File: src/sem_pkg.sv
// shared types and constants of the sobel edge magnitude unit
package sem_pkg;

	localparam int DEF_MAX_WIDTH  = 1024;
	localparam int DEF_MAX_HEIGHT = 1024;
	localparam int CFG_W          = 11;
	localparam int PIX_W          = 8;
	localparam int MIN_SIZE       = 3;
	localparam int SAT_LIMIT      = 65025;
	localparam int MAG_MAX        = 255;
	localparam int SUM_W          = 22;
	localparam int GRAD_W         = 11;

	// register index, taken from paddr bit 2
	localparam logic REG_IMAGE_WIDTH  = 1'b0;
	localparam logic REG_IMAGE_HEIGHT = 1'b1;

	typedef enum logic [2:0] {
		ST_IDLE,
		ST_READ,
		ST_GRAD,
		ST_SQ1,
		ST_SQ2,
		ST_ROOT,
		ST_FIN
	} sem_state_t;

	typedef struct packed {
		logic capture;
		logic step;
		logic grad;
		logic sq1;
		logic sq2;
		logic root;
		logic load;
	} sem_cmd_t;

	typedef struct packed {
		logic emit;
		logic root_last;
		logic out_busy;
	} sem_sts_t;

endpackage

File: src/sem_ctrl.sv
// controller state machine sequencing one item through the datapath
module sem_ctrl (
	input  logic              clk,
	input  logic              arst_n,
	input  logic              in_valid,
	output logic              in_ready,
	input  sem_pkg::sem_sts_t sts,
	output sem_pkg::sem_cmd_t cmd
);

	sem_pkg::sem_state_t state_q, state_d;

	// state register
	always_ff @(posedge clk or negedge arst_n) begin
		if (!arst_n) begin
			state_q <= sem_pkg::ST_IDLE;
		end else begin
			state_q <= state_d;
		end
	end

	// next state and commands
	always_comb begin
		state_d  = state_q;
		cmd      = '0;
		in_ready = 1'b0;
		case (state_q)
			sem_pkg::ST_IDLE: begin
				in_ready = 1'b1;
				if (in_valid) begin
					cmd.capture = 1'b1;
					state_d     = sem_pkg::ST_READ;
				end
			end
			sem_pkg::ST_READ: begin
				cmd.step = 1'b1;
				state_d  = sts.emit ? sem_pkg::ST_GRAD : sem_pkg::ST_IDLE;
			end
			sem_pkg::ST_GRAD: begin
				cmd.grad = 1'b1;
				state_d  = sem_pkg::ST_SQ1;
			end
			sem_pkg::ST_SQ1: begin
				cmd.sq1 = 1'b1;
				state_d = sem_pkg::ST_SQ2;
			end
			sem_pkg::ST_SQ2: begin
				cmd.sq2 = 1'b1;
				state_d = sem_pkg::ST_ROOT;
			end
			sem_pkg::ST_ROOT: begin
				cmd.root = 1'b1;
				if (sts.root_last) begin
					state_d = sem_pkg::ST_FIN;
				end
			end
			sem_pkg::ST_FIN: begin
				if (!sts.out_busy) begin
					cmd.load = 1'b1;
					state_d  = sem_pkg::ST_IDLE;
				end
			end
			default: begin
				state_d = sem_pkg::ST_IDLE;
			end
		endcase
	end

	// an accepted transfer always moves on to the store read
	a_accept_read: assert property (@(posedge clk) disable iff (!arst_n)
		(in_valid && in_ready) |=> state_q == sem_pkg::ST_READ)
		else $error("accepted item did not enter read");

	// an item without result returns to idle at once
	a_no_emit_idle: assert property (@(posedge clk) disable iff (!arst_n)
		(state_q == sem_pkg::ST_READ && !sts.emit) |=> state_q == sem_pkg::ST_IDLE)
		else $error("silent item did not return to idle");

	// a finished result waits while the output register is still held
	a_fin_hold: assert property (@(posedge clk) disable iff (!arst_n)
		(state_q == sem_pkg::ST_FIN && sts.out_busy) |=> state_q == sem_pkg::ST_FIN)
		else $error("result loaded over a pending output");

endmodule

File: config.mk
export PLATFORM = sky130hd
export DESIGN_NAME = sem_ctrl
export DESIGN_NICKNAME = d
export VERILOG_FILES = /design/src/sem_pkg.sv /design/src/sem_ctrl.sv
export SDC_FILE = /design/constraint.sdc
export NUM_CORES = 1
export LEC_CHECK = 0
export ABC_AREA = 1
export BUFFER_PORTS_ARGS = -buffer_cell sky130_fd_sc_hd__buf_2
export CORE_AREA = 2 2 39 41
export CTS_CLUSTER_SIZE = 24
export DETAILED_ROUTE_END_ITERATION = 16
export DIE_AREA = 0 0 41 43
export PLACE_DENSITY_LB_ADDON = 0.3
export REMOVE_ABC_BUFFERS = 1
export SYNTH_ARGS = -nofsm -noshare
export SYNTH_HDL_FRONTEND = slang
export SYNTH_SLANG_ARGS = --single-unit
File: constraint.sdc
create_clock -name clk -period 0.95 [get_ports clk]
set_input_delay 0.0475 -clock clk [delete_from_list [all_inputs] [get_ports clk]]
set_output_delay 0.0475 -clock clk [all_outputs]
set_load 0.05 [all_outputs]
==> impl_metrics.env, run 1 <==
export IMPL_status="finished, violations left"
export IMPL_violations="setup timing"
export IMPL_timing_final_crit_period_ns=1.233
export IMPL_clkSinkCount=3
export IMPL_crit_fanout=5
export IMPL_fin_skew_ns=0.002331
export IMPL_area_growth_pct=130.6
export IMPL_worstSkewPairLatency_ns=0.23
export IMPL_grt_pass1_vias=304
export IMPL_antenna_left=0
export IMPL_path_clk_slew_ns=0.04
export IMPL_power_frac_comb_pct=72.3
export IMPL_final_hold_viol_count=0
export IMPL_cts_buffers=3
export IMPL_die_w_um=41
export IMPL_start_util_pct=15.64
export IMPL_num_vias=317
export IMPL_synth_seq_area_share_pct=34.68
export IMPL_rows=14
export IMPL_power_mw=1.966
export IMPL_slew_viol_final=0
export IMPL_finalCritPeriodShare_pct=129.8
export IMPL_netSwitchingFraction_pct=53.69
export IMPL_drtIter0Drc=3
export IMPL_total_leakage_power_nw=0.2510
export IMPL_synthesis_area_um2=216.5
export IMPL_postSynthAreaPerCell_um2=6.013
export IMPL_routabilityCongestion=0.8115
export IMPL_tns_ns=-2.122
export IMPL_io_pin_count=14
export IMPL_rsz0062_at_grt="yes"
export IMPL_start_kind="flop"
export IMPL_crit_chain="inv_2 -> nand2_2 -> nor3_4 -> buf_6"
export IMPL_crit_path_top_delay_cell="dfrtp_2"
export IMPL_layout_drive_gt1_share_pct=69.49
export IMPL_pwr_share_seq_pct=16.1
export IMPL_die_h_um=43
export IMPL_largest_reg_flops=3
export IMPL_required_ns=0.90
export IMPL_routed_wl_um=694
export IMPL_drt_first_pass_iters=2
export IMPL_remaining_drc_errors=0
export IMPL_synthCells=36
export IMPL_grt_pass1_wl_um=986
export IMPL_routed_top_layer="met4"
export IMPL_pwr_share_clk_pct=11.6
export IMPL_drv_cap=0
export IMPL_hpwl_um=449.8
export IMPL_gr_total_overflow=0
export IMPL_cp_arrival_ns=1.19
export IMPL_reg2reg_slack_ns=-0.09
export IMPL_diodes=0
export IMPL_clk_path_buf_depth=2
export IMPL_cts_tree="done"
export IMPL_yosysUniqueCellTypes=11
export IMPL_wl_met1_um=261
export IMPL_grt_max_degree=7
export IMPL_hold_class="input port to asynchronous set/reset pin"
export IMPL_power_density_nw_per_um2=3939
export IMPL_nNetsFinal=66
export IMPL_grtUsageTotal_pct=8.560
export IMPL_utilization_pct=36.08
export IMPL_crit_path_end_kind="output port"
export IMPL_internal_power_mw=0.9105
export IMPL_ys_warn_count=0
export IMPL_max_freq_mhz=810.9
export IMPL_worst_pin_slew_ns=0.1746
export IMPL_cpPeakStageDelay_ns=0.45
export IMPL_regMostFlops="state_q"
export IMPL_netSwitchingPower_mw=1.056
export IMPL_cts_max_level=1
export IMPL_design_core_area_um2=1384
export IMPL_top_regs="state_q x3"
export IMPL_dp_cells=66
export IMPL_wl_met3_um=36
export IMPL_wl_per_cell_um=9.253
export IMPL_dieArea_um2=1763
export IMPL_layout_setup_ws_ns=-0.2832
export IMPL_antenna_found_initial=0
export IMPL_stdcell_count=75
export IMPL_setup_violations=11
export IMPL_clock_root_buffer="clkbuf_4"
export IMPL_worstSetupPathType="flop to output port"
export IMPL_via_per_inst=4.227
export IMPL_wl_met2_um=382
export IMPL_io_buffers=13
export IMPL_relSlewSlack_pct=88.24
export IMPL_post_place_ws_ns=-0.09631
export IMPL_vdd_drop_max_v=0.001087
export IMPL_ys_ff_latch=3
==> critical path: cells and delay by family, from the launching register on <==
family,cells,cell delay [ns]
flops,1,0.45
simple gates,2,0.24
buf+inv,2,0.26
==> layout make-up <==
cell class,count,area (um2)
Multi-Input combinational cell,26,175.2
Clock buffer,4,26.28
Inverter,7,28.78
Tap cell,16,20.02
Fill cell,150,884.6
Sequential cell,3,78.83
Timing Repair Buffer,19,170.2
==> final timing paths <==
kind	startpoint	end	depth (start not counted)
setup / recovery	state_q[0]$_DFFE_PN0P_	cmd[0]	4
hold / removal	arst_n	state_q[0]$_DFFE_PN0P_	2
setup reg to reg	state_q[2]$_DFFE_PN0P_	state_q[2]$_DFFE_PN0P_	4
hold reg to reg	state_q[0]$_DFFE_PN0P_	state_q[0]$_DFFE_PN0P_	3
max in group asynchronous	arst_n	state_q[2]$_DFFE_PN0P_	2
min in group clk	sts[1]	state_q[0]$_DFFE_PN0P_	4
==> cell usage after synthesis <==
| master | n | area share (%) |
|---|---|---|
| and2_1 | 1 | 2.9 |
| dfrtp_1 | 3 | 35 |
| inv_1 | 5 | 8.7 |
| inv_2 | 2 | 3.5 |
| nand2_1 | 7 | 12 |
| nand3_1 | 2 | 4.6 |
| nand4_1 | 3 | 8.7 |
| nor2_1 | 9 | 16 |
| nor3_1 | 1 | 2.3 |
| o21ai_0 | 1 | 2.3 |
| o21ai_1 | 2 | 4.6 |
==> layout by cell type, fill, tap and decap left out, drive strengths merged <==
cell type,Yosys,layout
nor2,9,9
nand3,2,2
dfrtp,3,3
nor3,1,1
inv,7,7
nand2,7,7
and2,1,1
o21ai,3,3
clkbuf,0,4
buf,0,18
nand4,3,3
dlygate4sd3,0,1
==> metal layers <==
metal / global-route usage, % / vias up
met1: 7.792 / 146
met4: 10.00 / 0
met5: 0 / -
li1: - / 162
met2: 13.44 / 7
met3: 1.571 / 2
==> stage by stage <==
stage          area (um2)  hold WS [ns]
2_1_floorplan       216.5       -0.2481
5_1_grt             499.2        0.1420
3_3_place_gp        309.0       -0.1521
3_5_place_dp        309.0       -0.1556
4_1_cts             404.1        0.1248
6_report            499.2        0.1333
==> what timing repair did <==
item                                    4_1_cts  5_1_grt
endpoints found under the setup margin       11       11
setup buffers                                 2        2
hold endpoints to repair                      3        0
pin swaps                                     4        5
resized for setup                            15       26
cloned                                        0        0
hold buffers                                  1        0
==> kinds of logic after synthesis <==
group,after synthesis,share of synthesized area [%]
simple gates,23,46.24
compound gates,3,6.934
flops,3,34.68
buf+inv,7,12.14
==> power groups by stage <==
| stage | clock network, mW | registers [mW] | logic, mW |
|---|---|---|---|
| 2_1_floorplan | 0 | 0.258 | 0.724 |
| 3_3_place_gp | 0 | 0.274 | 0.940 |
| 3_5_place_dp | 0 | 0.273 | 0.929 |
| 4_1_cts | 0.239 | 0.261 | 1.15 |
| 5_1_grt | 0.258 | 0.323 | 1.51 |
| 6_report | 0.228 | 0.316 | 1.42 |
No activity file was read; power rests on OpenSTA's default activity.
==> inputs of run 2 (changes only) <==
Settings changed: ABC_AREA 1 to not set.
==> run 2 against run 1 <==
Against the previous run:
- the run still ends with setup timing left
- critical path depth shrank 1
- sequential share of layout area up 1.3 points
- power shrank 3.4%
==> impl_metrics.env, run 2 <==
export IMPL_total_leakage_power_nw=0.2169
export IMPL_clkSinkCount=3
export IMPL_crit_path_top_delay_cell="dfrtp_2"
export IMPL_synthesis_area_um2=214.0
export IMPL_cp_endpoint="cmd[2]"
export IMPL_r2r_cells=5
export IMPL_cp_arrival_ns=1.22
export IMPL_max_freq_mhz=791.6
export IMPL_remaining_drc_errors=0
export IMPL_crit_chain="inv_4 -> nor3_1 -> buf_4"
export IMPL_violations="setup timing"
export IMPL_antenna_found_initial=0
export IMPL_num_vias=272
export IMPL_hpwl_um=403.6
export IMPL_postSynthAreaPerCell_um2=8.558
export IMPL_finalCritPeriodShare_pct=133.0
export IMPL_crit_path_end_kind="output port"
export IMPL_drtIter0Drc=5
export IMPL_stdcell_count=64
export IMPL_final_cell_mix="buf_4, buf_2, buf_6"
export IMPL_crit_fanout=7
export IMPL_drt_first_pass_iters=4
export IMPL_final_hold_viol_count=0
export IMPL_synth_commonest_cells="dfrtp_1, nand2b_1, nor2_1, nor3_1, o21ai_0"
export IMPL_r2r_end="state_q[1]$_DFFE_PN0P_"
export IMPL_dp_cells=56
export IMPL_hold_class="input port to flop"
export IMPL_largest_reg_flops=3
export IMPL_grtUsageTotal_pct=8.735
export IMPL_grt_max_degree=9
export IMPL_tns_ns=-2.483
export IMPL_cts_max_level=1
export IMPL_io_pin_count=14
export IMPL_regMostFlops="state_q"
export IMPL_netlist_area_leader_share_pct=35.09
export IMPL_grt_pass1_wl_um=1000
export IMPL_io_buffers=13
export IMPL_cts_tree="done"
export IMPL_routed_wl_um=679
export IMPL_top_regs="state_q x3"
export IMPL_ys_flop_type="dfrtp_1"
export IMPL_layout_drive_gt1_share_pct=72.92
export IMPL_ys_warn_count=0
export IMPL_hold_ws_ns=0.1056
export IMPL_utilization_pct=33.27
export IMPL_die_h_um=43
export IMPL_synth_edf_count=0
export IMPL_timing_final_crit_period_ns=1.263
export IMPL_layout_setup_ws_ns=-0.3132
export IMPL_final_common_cell="buf_4"
export IMPL_yosysUniqueCellTypes=16
export IMPL_clock_root_buffer="clkbuf_4"
export IMPL_start_kind="flop"
export IMPL_cts_buffers=3
export IMPL_status="finished, violations left"
export IMPL_power_density_nw_per_um2=4126
export IMPL_wl_per_cell_um=10.61
export IMPL_cpPeakStageDelay_ns=0.47
export IMPL_clk_path_buf_depth=2
export IMPL_design_core_area_um2=1384
export IMPL_slew_viol_final=0
export IMPL_area_growth_pct=115.2
export IMPL_start_util_pct=15.46
export IMPL_synth_seq_area_share_pct=35.09
export IMPL_synth_largest_area_cell="dfrtp_1"
export IMPL_antenna_left=0
export IMPL_gr_total_overflow=0
export IMPL_setup_violations=11
export IMPL_r2r_start="state_q[2]$_DFFE_PN0P_"
export IMPL_worst_pin_slew_ns=0.2338
export IMPL_nFillCells=148
export IMPL_synthCells=25
export IMPL_synthTopCellsByArea="dfrtp_1, nand2b_1, nor3_1, and3_4, buf_6"
export IMPL_routabilityCongestion=0.6676
export IMPL_async_reset_ff_share_pct=100.0
export IMPL_worstSetupPathType="flop to output port"
export IMPL_drv_cap=0
export IMPL_post_place_ws_ns=-0.1406
export IMPL_reg2reg_slack_ns=-0.12
export IMPL_startpoint="state_q[2]$_DFFE_PN0P_"
export IMPL_worstSkewPairLatency_ns=0.24
export IMPL_rsz0062_at_grt="yes"
export IMPL_via_per_inst=4.250
export IMPL_diodes=0
export IMPL_fin_skew_ns=0.00001060
export IMPL_grt_pass1_vias=248
export IMPL_vdd_drop_max_v=0.001743
export IMPL_ys_ff_latch=3
export IMPL_relSlewSlack_pct=84.29
export IMPL_nNetsFinal=55
export IMPL_dieArea_um2=1763
export IMPL_die_w_um=41
export IMPL_path_clk_slew_ns=0.04
export IMPL_required_ns=0.90
export IMPL_rows=14
run 2: power by group:
| group | leakage [nW] | switching [mW] | internal (mW) |
|---|---|---|---|
| Clock | 0.0150 | 0.0715 | 0.158 |
| Combinational | 0.168 | 0.727 | 0.581 |
| Sequential | 0.0337 | 0.161 | 0.202 |
| Total | 0.217 | 0.959 | 0.940 |
run 2: how the worst min path moves through the flow:
stage,start,endpoint,slack (ns),depth (start not counted)
2_1_floorplan,arst_n,state_q[0]$_DFFE_PN0P_,-0.25,0
3_3_place_gp,arst_n,state_q[2]$_DFFE_PN0P_,-0.15,1
3_5_place_dp,arst_n,state_q[1]$_DFFE_PN0P_,-0.15,1
4_1_cts,sts[1],state_q[0]$_DFFE_PN0P_,0.11,3
5_1_grt,sts[1],state_q[0]$_DFFE_PN0P_,0.13,3
6_report,sts[2],state_q[1]$_DFFE_PN0P_,0.11,3
run 2: kinds of logic (layout without fill, tap and decap cells):
| kind of cell | count (synthesis) | after routing | share of synthesized area, % |
|---|---|---|---|
| DFF | 3 | 3 | 35.09 |
| AOI/OAI and AO/OA | 5 | 5 | 15.21 |
| and+or+nand+nor | 13 | 13 | 37.43 |
| buffers and inverters | 4 | 27 | 12.28 |
run 2: metal layers:
layer | track usage [%] | share of wire [%]
met4 | 2.000 | 0
met2 | 13.44 | 51
met1 | 9.325 | 38
met5 | 0 | 0
met3 | 6.283 | 11
run 2: repair_timing:
item,in CTS,in global routing
gates resized for setup,18,8
buffers inserted,1,2
hold endpoints to repair,3,0
hold buffers,1,0
pin swaps,3,3
setup endpoints to repair,11,11
run 2: stage by stage:
stage | instance area [um2] | power, mW
after floorplan | 197.7 | 0.9863
after global placement | 312.8 | 1.283
after detailed placement | 312.8 | 1.276
after CTS | 411.6 | 1.727
after global routing | 460.4 | 2.006
final | 460.4 | 1.900
run 2: cell type report:
class / count / area (um2) / share of cell area [%]
repair buffers: 21 / 175.2 / 38.04
clock buffers: 4 / 26.28 / 5.707
flip-flops and latches: 3 / 78.83 / 17.12
multi-input cells: 18 / 150.1 / 32.61
inverters: 2 / 10.01 / 2.174
well taps: 16 / 20.02 / 4.348
run 2: worst max-delay path: cells and delay by family, from the launching register on:
family	cells	cell delay, ns
flops	1	0.47
buf+inv	2	0.32
simple gates	1	0.20
